### src/rtl/descriptor_ring_tracker_top_macros.svh
// Assertion macros for the ring tracker top
`ifndef DESCRIPTOR_RING_TRACKER_TOP_MACROS_SVH
`define DESCRIPTOR_RING_TRACKER_TOP_MACROS_SVH

// Condition and consequence in the same cycle
`define DRT_ASSERT_IMPL(label, clk, rst_n, cond, cons) \
  label: assert property (@(posedge clk) disable iff (!rst_n) (cond) |-> (cons)) \
    else $error("ring tracker assertion failed");

// Consequence in the cycle after the condition
`define DRT_ASSERT_NEXT(label, clk, rst_n, cond, cons) \
  label: assert property (@(posedge clk) disable iff (!rst_n) (cond) |=> (cons)) \
    else $error("ring tracker assertion failed");

`endif

### src/rtl/drt_pkg.sv
package drt_pkg;

  localparam int RING_SLOTS_DEF = 64;
  localparam int OP_W      = 3;
  localparam int SLOT_IN_W = 6;
  localparam int SIZE_W    = 16;
  localparam int TAG_W     = 16;
  localparam int LIMIT_W   = 11;
  localparam int LEN_W     = 11;
  localparam int STAT_W    = LEN_W + 1;

  localparam logic [LIMIT_W-1:0] FRAME_LIMIT_RST = 11'd1522;

  typedef enum logic [OP_W-1:0] {
    OP_ADD_TX  = 3'd0,
    OP_ADD_RX  = 3'd1,
    OP_DONE_TX = 3'd2,
    OP_DONE_RX = 3'd3,
    OP_REAP_TX = 3'd4,
    OP_REAP_RX = 3'd5,
    OP_RESET   = 3'd6
  } op_t;

  typedef enum logic [2:0] {
    K_ACCEPTED = 3'd0,
    K_NO_SPACE = 3'd1,
    K_BAD_SIZE = 3'd2,
    K_TX_DONE  = 3'd3,
    K_RX_DONE  = 3'd4,
    K_ACK      = 3'd5
  } kind_t;

  typedef enum logic {
    ST_IDLE,
    ST_REAP
  } state_t;

  typedef struct packed {
    op_t                  op;
    logic [SLOT_IN_W-1:0] slot;
    logic [SIZE_W-1:0]    size;
    logic [TAG_W-1:0]     tag;
    logic                 rx_error;
  } in_t;

  typedef struct packed {
    kind_t              kind;
    logic [TAG_W-1:0]   done_tag;
    logic [LEN_W-1:0]   done_length;
    logic               done_error;
    logic               last;
  } out_t;

  // Strobes from the control path to the descriptor store
  typedef struct packed {
    logic tag_we;
    logic stat_we;
    logic rd_en;
  } store_cmd_t;

endpackage

### src/rtl/drt_store.sv
module drt_store #(
  parameter int RING_SLOTS = drt_pkg::RING_SLOTS_DEF
) (
  input  logic                                clk,
  input  drt_pkg::store_cmd_t                 cmd,
  input  logic                                wr_rx,
  input  logic [$clog2(RING_SLOTS)-1:0]       wr_slot,
  input  logic [drt_pkg::TAG_W-1:0]           tag_wdata,
  input  logic [drt_pkg::STAT_W-1:0]          stat_wdata,
  input  logic                                rd_rx,
  input  logic [$clog2(RING_SLOTS)-1:0]       rd_slot,
  output logic [drt_pkg::TAG_W-1:0]           tag_rdata,
  output logic [drt_pkg::STAT_W-1:0]          stat_rdata
);
  import drt_pkg::*;

  localparam int SLOT_W    = $clog2(RING_SLOTS);
  localparam int TAG_DEPTH = 2 ** (SLOT_W + 1);

  // Tags of both rings, receive ring in the upper half
  logic [TAG_W-1:0]  tag_mem [TAG_DEPTH];
  // Received length and error flag per receive slot
  logic [STAT_W-1:0] stat_mem [RING_SLOTS];
  logic [TAG_W-1:0]  tag_rd_r;
  logic [STAT_W-1:0] stat_rd_r;

  // Write port
  always_ff @(posedge clk) begin
    if (cmd.tag_we) begin
      tag_mem[{wr_rx, wr_slot}] <= tag_wdata;
    end
    if (cmd.stat_we) begin
      stat_mem[wr_slot] <= stat_wdata;
    end
  end

  // Registered read port
  always_ff @(posedge clk) begin
    if (cmd.rd_en) begin
      tag_rd_r  <= tag_mem[{rd_rx, rd_slot}];
      stat_rd_r <= stat_mem[rd_slot];
    end
  end

  assign tag_rdata  = tag_rd_r;
  assign stat_rdata = stat_rd_r;

endmodule

### src/rtl/descriptor_ring_tracker_top.sv
// Descriptor ring tracker: keeps a transmit and a receive ring of buffer descriptors.
// Input channel: an item (op, slot, size, tag, rx_error in in_data) is taken at a rising
// edge where start is high and busy is low.
// Result channel: each result beat sits on out_data for exactly one cycle with
// out_valid high; the receiver cannot stall, so every beat is delivered as it appears.
// Configuration: cfg_we writes cfg_wdata into frame_limit at the next edge, no wait.
// Add, card-done, reset and unused ops: one beat, in the cycle after acceptance; busy
// stays low, so one such item can be taken in every cycle.
// Reap: busy is high in the reap state, where up to RING_SLOTS buffers are reaped. The
// walk visits one slot per cycle, set by the single read port of the tag memory; beats
// follow one per cycle, each registered from a reap-state step entered on acceptance.
// The final beat of every item carries last.
// Reset (rst_n low at a clock edge): both rings empty, all slots disarmed, frame_limit
// back to 1522, no beat pending. Armed bits are flip-flops, so no clearing pass runs;
// the tag and status memories are left as they are and are only read after an add
// has written them.
module descriptor_ring_tracker_top #(
  parameter int RING_SLOTS = drt_pkg::RING_SLOTS_DEF
) (
  input  logic                          clk,
  input  logic                          rst_n,
  input  logic                          start,
  output logic                          busy,
  input  drt_pkg::in_t                  in_data,
  output logic                          out_valid,
  output drt_pkg::out_t                 out_data,
  input  logic                          cfg_we,
  input  logic [drt_pkg::LIMIT_W-1:0]   cfg_wdata
);
  import drt_pkg::*;

`include "descriptor_ring_tracker_top_macros.svh"

  localparam int SLOT_W = $clog2(RING_SLOTS);
  localparam logic [SLOT_W-1:0]    LAST_SLOT = SLOT_W'(RING_SLOTS - 1);
  localparam logic [SLOT_IN_W:0]   SLOT_LIM  = (SLOT_IN_W + 1)'(RING_SLOTS);

  function automatic logic [SLOT_W-1:0] next_of(input logic [SLOT_W-1:0] s);
    return (s == LAST_SLOT) ? '0 : s + SLOT_W'(1);
  endfunction

  state_t                 state_r, state_nxt;
  logic [LIMIT_W-1:0]     limit_r;
  logic [RING_SLOTS-1:0]  tx_armed_r, tx_armed_nxt;
  logic [RING_SLOTS-1:0]  rx_armed_r, rx_armed_nxt;
  logic [SLOT_W-1:0]      tx_head_r, tx_head_nxt, tx_next_r, tx_next_nxt;
  logic [SLOT_W-1:0]      rx_head_r, rx_head_nxt, rx_next_r, rx_next_nxt;
  logic                   tx_hv_r, tx_hv_nxt, rx_hv_r, rx_hv_nxt;
  logic [SLOT_W-1:0]      cnt_r, cnt_nxt;
  logic                   reap_rx_r, reap_rx_nxt;
  logic                   out_valid_r, out_valid_nxt;
  kind_t                  out_kind_r, out_kind_nxt;
  logic                   out_last_r, out_last_nxt;
  logic                   out_reap_r, out_reap_nxt;
  logic                   out_rx_r, out_rx_nxt;

  store_cmd_t             store_cmd;
  logic                   wr_rx;
  logic [SLOT_W-1:0]      wr_slot;
  logic [STAT_W-1:0]      stat_wdata;
  logic [SLOT_W-1:0]      rd_slot;
  logic [TAG_W-1:0]       tag_rdata;
  logic [STAT_W-1:0]      stat_rdata;

  logic                   add_rx;
  logic [SLOT_W-1:0]      add_slot, add_head;
  logic                   add_hv, size_bad, slot_ok;
  logic [SLOT_W-1:0]      slot_idx;
  logic [SLOT_W-1:0]      cur_head, cur_next, new_head;
  logic                   cur_hv, new_hv, walk_stop;
  logic [RING_SLOTS-1:0]  cur_armed;

  // Hold frame limit
  always_ff @(posedge clk) begin
    if (!rst_n) begin
      limit_r <= FRAME_LIMIT_RST;
    end else if (cfg_we) begin
      limit_r <= cfg_wdata;
    end
  end

  // Control and ring state
  always_ff @(posedge clk) begin
    if (!rst_n) begin
      state_r     <= ST_IDLE;
      tx_armed_r  <= '0;
      rx_armed_r  <= '0;
      tx_head_r   <= '0;
      tx_next_r   <= '0;
      tx_hv_r     <= 1'b0;
      rx_head_r   <= '0;
      rx_next_r   <= '0;
      rx_hv_r     <= 1'b0;
      cnt_r       <= '0;
      reap_rx_r   <= 1'b0;
      out_valid_r <= 1'b0;
    end else begin
      state_r     <= state_nxt;
      tx_armed_r  <= tx_armed_nxt;
      rx_armed_r  <= rx_armed_nxt;
      tx_head_r   <= tx_head_nxt;
      tx_next_r   <= tx_next_nxt;
      tx_hv_r     <= tx_hv_nxt;
      rx_head_r   <= rx_head_nxt;
      rx_next_r   <= rx_next_nxt;
      rx_hv_r     <= rx_hv_nxt;
      cnt_r       <= cnt_nxt;
      reap_rx_r   <= reap_rx_nxt;
      out_valid_r <= out_valid_nxt;
    end
  end

  // Result beat attributes
  always_ff @(posedge clk) begin
    out_kind_r <= out_kind_nxt;
    out_last_r <= out_last_nxt;
    out_reap_r <= out_reap_nxt;
    out_rx_r   <= out_rx_nxt;
  end

  // Decode of the current item and of the ring under walk
  always_comb begin
    add_rx    = (in_data.op == OP_ADD_RX);
    add_slot  = add_rx ? rx_next_r : tx_next_r;
    add_head  = add_rx ? rx_head_r : tx_head_r;
    add_hv    = add_rx ? rx_hv_r : tx_hv_r;
    size_bad  = add_rx ? (in_data.size < SIZE_W'(limit_r))
                       : (in_data.size > SIZE_W'(limit_r));
    slot_ok   = ({1'b0, in_data.slot} < SLOT_LIM);
    slot_idx  = in_data.slot[SLOT_W-1:0];
    cur_head  = reap_rx_r ? rx_head_r : tx_head_r;
    cur_next  = reap_rx_r ? rx_next_r : tx_next_r;
    cur_hv    = reap_rx_r ? rx_hv_r : tx_hv_r;
    cur_armed = reap_rx_r ? rx_armed_r : tx_armed_r;
    new_head  = next_of(cur_head);
    new_hv    = (new_head != cur_next);
    walk_stop = !new_hv || cur_armed[new_head] || (cnt_r == LAST_SLOT);
  end

  // Next state, store strobes and result beat
  always_comb begin
    state_nxt     = state_r;
    tx_armed_nxt  = tx_armed_r;
    rx_armed_nxt  = rx_armed_r;
    tx_head_nxt   = tx_head_r;
    tx_next_nxt   = tx_next_r;
    tx_hv_nxt     = tx_hv_r;
    rx_head_nxt   = rx_head_r;
    rx_next_nxt   = rx_next_r;
    rx_hv_nxt     = rx_hv_r;
    cnt_nxt       = cnt_r;
    reap_rx_nxt   = reap_rx_r;
    out_valid_nxt = 1'b0;
    out_kind_nxt  = K_ACK;
    out_last_nxt  = 1'b1;
    out_reap_nxt  = 1'b0;
    out_rx_nxt    = 1'b0;
    store_cmd     = '0;
    wr_rx         = add_rx;
    wr_slot       = add_slot;
    stat_wdata    = '0;
    rd_slot       = cur_head;

    case (state_r)
      ST_IDLE: begin
        if (start) begin
          out_valid_nxt = 1'b1;
          case (in_data.op)
            OP_ADD_TX, OP_ADD_RX: begin
              if (add_hv && (add_head == add_slot)) begin
                out_kind_nxt = K_NO_SPACE;
              end else if (size_bad) begin
                out_kind_nxt = K_BAD_SIZE;
              end else begin
                // Arm the slot, store the tag, clear a fresh receive status
                out_kind_nxt      = K_ACCEPTED;
                store_cmd.tag_we  = 1'b1;
                store_cmd.stat_we = add_rx;
                if (add_rx) begin
                  rx_armed_nxt[add_slot] = 1'b1;
                  rx_next_nxt = next_of(add_slot);
                  if (!rx_hv_r) begin
                    rx_head_nxt = add_slot;
                    rx_hv_nxt   = 1'b1;
                  end
                end else begin
                  tx_armed_nxt[add_slot] = 1'b1;
                  tx_next_nxt = next_of(add_slot);
                  if (!tx_hv_r) begin
                    tx_head_nxt = add_slot;
                    tx_hv_nxt   = 1'b1;
                  end
                end
              end
            end
            OP_DONE_TX: begin
              if (slot_ok) begin
                tx_armed_nxt[slot_idx] = 1'b0;
              end
            end
            OP_DONE_RX: begin
              // Disarm and record length and error flag
              if (slot_ok) begin
                rx_armed_nxt[slot_idx] = 1'b0;
                store_cmd.stat_we      = 1'b1;
                wr_slot                = slot_idx;
                stat_wdata             = {in_data.size[LEN_W-1:0], in_data.rx_error};
              end
            end
            OP_REAP_TX, OP_REAP_RX: begin
              out_valid_nxt = 1'b0;
              state_nxt     = ST_REAP;
              reap_rx_nxt   = (in_data.op == OP_REAP_RX);
              cnt_nxt       = '0;
            end
            OP_RESET: begin
              tx_armed_nxt = '0;
              rx_armed_nxt = '0;
              tx_head_nxt  = '0;
              tx_next_nxt  = '0;
              tx_hv_nxt    = 1'b0;
              rx_head_nxt  = '0;
              rx_next_nxt  = '0;
              rx_hv_nxt    = 1'b0;
            end
            default: begin
            end
          endcase
        end
      end
      ST_REAP: begin
        out_valid_nxt = 1'b1;
        if (!cur_hv || cur_armed[cur_head]) begin
          // Nothing finished at the head: answer with a plain ack
          state_nxt = ST_IDLE;
        end else begin
          // Read the head slot and advance past it
          store_cmd.rd_en = 1'b1;
          out_kind_nxt    = reap_rx_r ? K_RX_DONE : K_TX_DONE;
          out_last_nxt    = walk_stop;
          out_reap_nxt    = 1'b1;
          out_rx_nxt      = reap_rx_r;
          cnt_nxt         = cnt_r + SLOT_W'(1);
          if (reap_rx_r) begin
            rx_head_nxt = new_head;
            rx_hv_nxt   = new_hv;
          end else begin
            tx_head_nxt = new_head;
            tx_hv_nxt   = new_hv;
          end
          if (walk_stop) begin
            state_nxt = ST_IDLE;
          end
        end
      end
      default: begin
        state_nxt = ST_IDLE;
      end
    endcase
  end

  drt_store #(
    .RING_SLOTS (RING_SLOTS)
  ) u_store (
    .clk        (clk),
    .cmd        (store_cmd),
    .wr_rx      (wr_rx),
    .wr_slot    (wr_slot),
    .tag_wdata  (in_data.tag),
    .stat_wdata (stat_wdata),
    .rd_rx      (reap_rx_r),
    .rd_slot    (rd_slot),
    .tag_rdata  (tag_rdata),
    .stat_rdata (stat_rdata)
  );

  // Drive the result beat
  assign busy      = (state_r == ST_REAP);
  assign out_valid = out_valid_r;
  always_comb begin
    out_data.kind        = out_kind_r;
    out_data.done_tag    = out_reap_r ? tag_rdata : '0;
    out_data.done_length = (out_reap_r && out_rx_r) ? stat_rdata[STAT_W-1:1] : '0;
    out_data.done_error  = out_reap_r && out_rx_r && stat_rdata[0];
    out_data.last        = out_last_r;
  end

  // The stores are never written while a walk reads them
  `DRT_ASSERT_IMPL(a_reap_no_write, clk, rst_n, state_r == ST_REAP, !store_cmd.tag_we && !store_cmd.stat_we)
  // Past the first step a walk always still has a head
  `DRT_ASSERT_IMPL(a_walk_has_head, clk, rst_n, (state_r == ST_REAP) && (cnt_r != '0), reap_rx_r ? rx_hv_r : tx_hv_r)
  // Items other than reaps answer with one final beat in the next cycle
  `DRT_ASSERT_NEXT(a_single_answer, clk, rst_n, start && !busy && (in_data.op != OP_REAP_TX) && (in_data.op != OP_REAP_RX), out_valid && out_data.last)

endmodule

### config.mk
export PLATFORM = sky130hd
export DESIGN_NAME = descriptor_ring_tracker_top
export DESIGN_NICKNAME = d
export VERILOG_FILES = /design/src/rtl/drt_pkg.sv /design/src/rtl/drt_store.sv /design/src/rtl/descriptor_ring_tracker_top.sv
export VERILOG_INCLUDE_DIRS = /design/src /design/src/rtl
export SDC_FILE = /design/constraint.sdc
export NUM_CORES = 2
export LEC_CHECK = 0
export ABC_AREA = 1
export ABC_CLOCK_PERIOD_IN_PS = 3900
export BUFFER_PORTS_ARGS = -buffer_cell sky130_fd_sc_hd__buf_4
export CORE_MARGIN = 4
export CORE_UTILIZATION = 45
export CTS_BUF_LIST = sky130_fd_sc_hd__clkbuf_8
export CTS_CLUSTER_DIAMETER = 50
export DETAILED_ROUTE_END_ITERATION = 8
export PLACE_DENSITY = 0.63
export RECOVER_POWER = 50
export SETUP_SLACK_MARGIN = 0.5
export SYNTH_ARGS = -nofsm -noshare
export SYNTH_HDL_FRONTEND = slang
export SYNTH_SLANG_ARGS = --single-unit
### constraint.sdc
create_clock -name clk -period 3.9 [get_ports clk]
set_input_delay 0.39 -clock clk [delete_from_list [all_inputs] [get_ports clk]]
set_output_delay 0.39 -clock clk [all_outputs]
set_load 0.01 [all_outputs]
==> summary.md <==
| Metric | Value |
|---|---|
| Outcome | finished with violations |
| Failing checks | DRC, capacitance limit, slew limit |
| Critical path class | input port to register |
| Layout Area Growth over Synthesis | 14.1% |
| Clock sink count | 3,024 |
| Syn Area/Cell | 11.7 um^2 |
| Worst Tran Pin Value | 4.10 ns |
| F_max | 270 MHz |
| Largest family of logic cells by synthesized area | compound AO/OA/AOI/OAI gates |
| # placed instances | 14,200 |
| CP required | 4.51 ns |
| Die area | 284,000 um^2 |
| Clk root buf | clkbuf_8 |
| Leak Pwr | 0.0477 uW |
| Met2 Use GR | 0.417 |
| DRT Pass-1 Iters | 9 |
| Mapped cell area | 124,000 um^2 |
| Routed WL | 401,000 um |
| Yosys cell types | 44 |
| Post-Synth XOR/XNOR Area | 0.000494 |
| Asr flop ratio synth | 0 |
| Pwr per Cell Area | 483 nW/um^2 |
| Mux cell area share after synthesis | 0 |
| CTS clk-pin slew, worst paths | 0.07 ns |
| CTS Buf Count | 480 |
| Wire per inst | 26.5 um |
| Main flop type after synthesis | edfxtp_1 |
| Via count of the first global-routing pass | 86,800 |
| Placeable Area | 274,000 um^2 |
| Non-Filler Instances | 15,200 |
| Initial antenna violation count | 16 |
| Compound-Gate Fraction of Synth Area | 0.146 |
| Port Buffers | 90 |
| First DRT Iteration DRCs | 13,800 |
| CP endpoint kind | register |
| Clk buf depth | 4 |
| Largest net degree at the start of global routing | 193 |
| Post-synthesis simple-gate area fraction | 0.101 |
| M3 GR Usage | 0.0508 |
| CTS tree | done |
| Area leader, netlist | edfxtp_1 |
| Arrival @ worst endpoint | 4.32 ns |
| Crit path cell chain | dlygate4sd3_1 > clkbuf_1 > clkbuf_2 |
| Hold Path Class | input port to register |
| Vias per cell | 6.05 |
| Worst Skew | 0.123 ns |
| Crit Path Max Fanout | 47 |
| Initial Util | 0.453 |
| GPL Wtd Cong | 0.933 |
| Rows | 192 |
| Post-synthesis sequential area ratio | 0.717 |
| Buf/Inv on CP | 3 |
| Nets | 11,100 |
| Max-slew violation count | 1,831 |
| Number of synthesized register bits | 3,024 |
| DR vias | 91,700 |
| DIE WIDTH | 533 um |
| Clock Latency Late Sink | 1.11 ns |
| Top delay family on crit path | buffers and inverters |
| Met1 usage in global routing | 0.377 |
| Global-route wire length before repair | 577,000 um |
| Ports | 91 |
| Hold Vio Cnt, Final | 0 |
| Slew headroom | -1.73 |
| Layout cells sized above 1 | 0.115 |
| Synth area leaders | edfxtp_1 (69%), o21ai_0 (8.0%), nor2_1 (6.5%), o22ai_1 (4.3%), dfxtp_1 (2.9%) |
| Synth Area in Adders | 0.00141 |
| DR DRC count | 2 |
| Synth top area share | 0.688 |
| Die height | 533 um |
| Tcrit/Tclk final | 0.950 |
| FILL cells | 23,600 |
| Final core occ | 0.517 |
| Post-synth EDFFs | 2,844 |
| Dpl hpwl | 237,000 um |
| Crit path max-delay cell type | clkbuf_1 |
| CP max stage delay | 1.98 ns |
| Final setup fails | 0 |
| GRT Resource Usage Total | 0.269 |
| Synth warn | 0 |
| Max Cap Viol | 35 |
| Post-synth net total | 10,700 |
| GRT Max-Usage Layer | met2 |
| Maximum vdd ir drop | 0.283 mV |
| Worst setup SP type | input port |
| RSZ-0062 raised after global routing | true |
| Htree depth | 5 |
| Congestion Overflow GR | 0 |
| Synthesized instance count | 10,600 |
| Post-route ant nets | 0 |
| Fin crit period | 3.71 ns |
[metrics by stage]
step	total power, uW	worst slack, ns	hold slack, ns	TNS, ns	cell area, um^2
floorplan	40100	0.598	0.437	0	124000
global placement	43400	-0.411	0.452	-64.63	132000
detailed placement	43500	-0.309	0.463	-34.31	132000
CTS	68300	0.495	0.0207	0	142000
global route	70700	0.198	0.202	0	142000
finish	68400	0.194	0.221	0	142000
[cell families (layout without fill, tap and decap cells)]
group           after synthesis  after routing
compound gates             3303           3304
simple gates               3178           3180
flops                      3024           3024
buf+inv                    1080           1928
fa+ha+maj                    14             14
xor+xnor                      7              7
other cells                   0             12
[what timing repair did]
action                     CTS  global route
setup buffers               12            17
resized for setup            8            61
pin swaps                    3             2
setup endpoints to repair  281           473
gates cloned                 2             8
hold endpoints to repair   874             0
hold buffers                66             0
[cells in the mapped netlist, types with 11 or more instances]
library cell	number
buf_2	139
a21oi_1	262
nand3_1	236
ha_1	14
o21ai_0	1983
nor2_1	2155
inv_1	310
buf_1	29
o221ai_1	23
o211ai_1	56
nand3b_1	13
nor3_1	88
a31oi_1	71
o22ai_1	845
edfxtp_1	2844
clkbuf_1	582
dfxtp_1	180
o21ai_1	11
nand2_1	663
o21a_1	36
[routing by layer]
metal | wire [um] | vias up | part of all wire
met1 | 158000 | 45100 | 0.39
li1 | - | 39800 | -
met4 | 16300 | 10 | 0.041
met3 | 43500 | 900 | 0.11
met5 | 63 | - | 0.00016
met2 | 183000 | 5847 | 0.46
[cells in the final DEF (no fill, tap or decap), types with 58 or more instances in the layout]
master and instances:
a21oi_1 262, a31oi_1 71, buf_12 70, buf_4 490, clkbuf_1 58, clkbuf_8 488
clkinv_1 130, dfxtp_1 179, dlygate4sd3_1 66, edfxtp_1 2844, inv_1 450, nand2_1 657
nand3_1 235, nor2_1 2126, nor3_1 88, o21ai_0 1973, o22ai_1 822
[worst paths after layout]
kind	start	end	slack, ns	cells after the start
hold / removal	in_data[41]	tx_armed_r[55]$_SDFFE_PN0P_	0.22	5
hold reg to reg	cnt_r[0]$_SDFFE_PN0P_	cnt_r[0]$_SDFFE_PN0P_	0.48	1
setup reg to reg	busy$_SDFF_PN0_	u_store.stat_mem[39][2]$_DFFE_PP_	0.33	6
setup / recovery	in_data[3]	u_store.tag_mem[48][2]$_DFFE_PP_	0.19	3
[area by class of cell]
class / count / area [um^2] / area share
Antenna cell: 12 / 30.0 / 0.000212
Inverter: 316 / 1200 / 0.00851
Sequential cell: 3024 / 89000 / 0.629
Clock inverter: 374 / 2010 / 0.0142
Tap cell: 3686 / 4610 / 0.0326
Timing Repair Buffer: 750 / 6800 / 0.0480
Multi-Input combinational cell: 6505 / 31200 / 0.221
Clock buffer: 488 / 6720 / 0.0474
[worst reg2reg max path: stages (launching register included)]
cell      delay (ns)
dfxtp_1         0.29
buf_4           0.17
nor2_1          0.18
nand2_2         0.24
clkbuf_1        0.65
nor2_4          0.25
buf_2           1.23
[registers in the layout, indices dropped and copies added, names as in the netlist]
| register | flops |
|---|---|
| tx_armed_r | 64 |
| busy | 1 |
| tx_head_r | 6 |
| rx_head_r | 6 |
| out_reap_r | 1 |
| tx_next_r | 6 |
| out_kind_r | 3 |
| rx_hv_r | 1 |
| limit_r | 11 |
| u_store.stat_mem | 768 |
| u_store.tag_mem | 2048 |
| reap_rx_r | 1 |
| u_store.tag_rdata | 16 |
| tx_hv_r | 1 |
| out_last_r | 1 |
| rx_next_r | 6 |
| out_rx_r | 1 |
| rx_armed_r | 64 |
| u_store.stat_rdata | 12 |
| cnt_r | 6 |
| out_valid | 1 |
[report_power, final]
part           leakage, uW  internal, uW  switching [uW]
registers           0.0275         35500            72.8
clock network      0.00499         12500           12600
logic               0.0153          2060            5590
No activity file was read; power rests on OpenSTA's default activity.
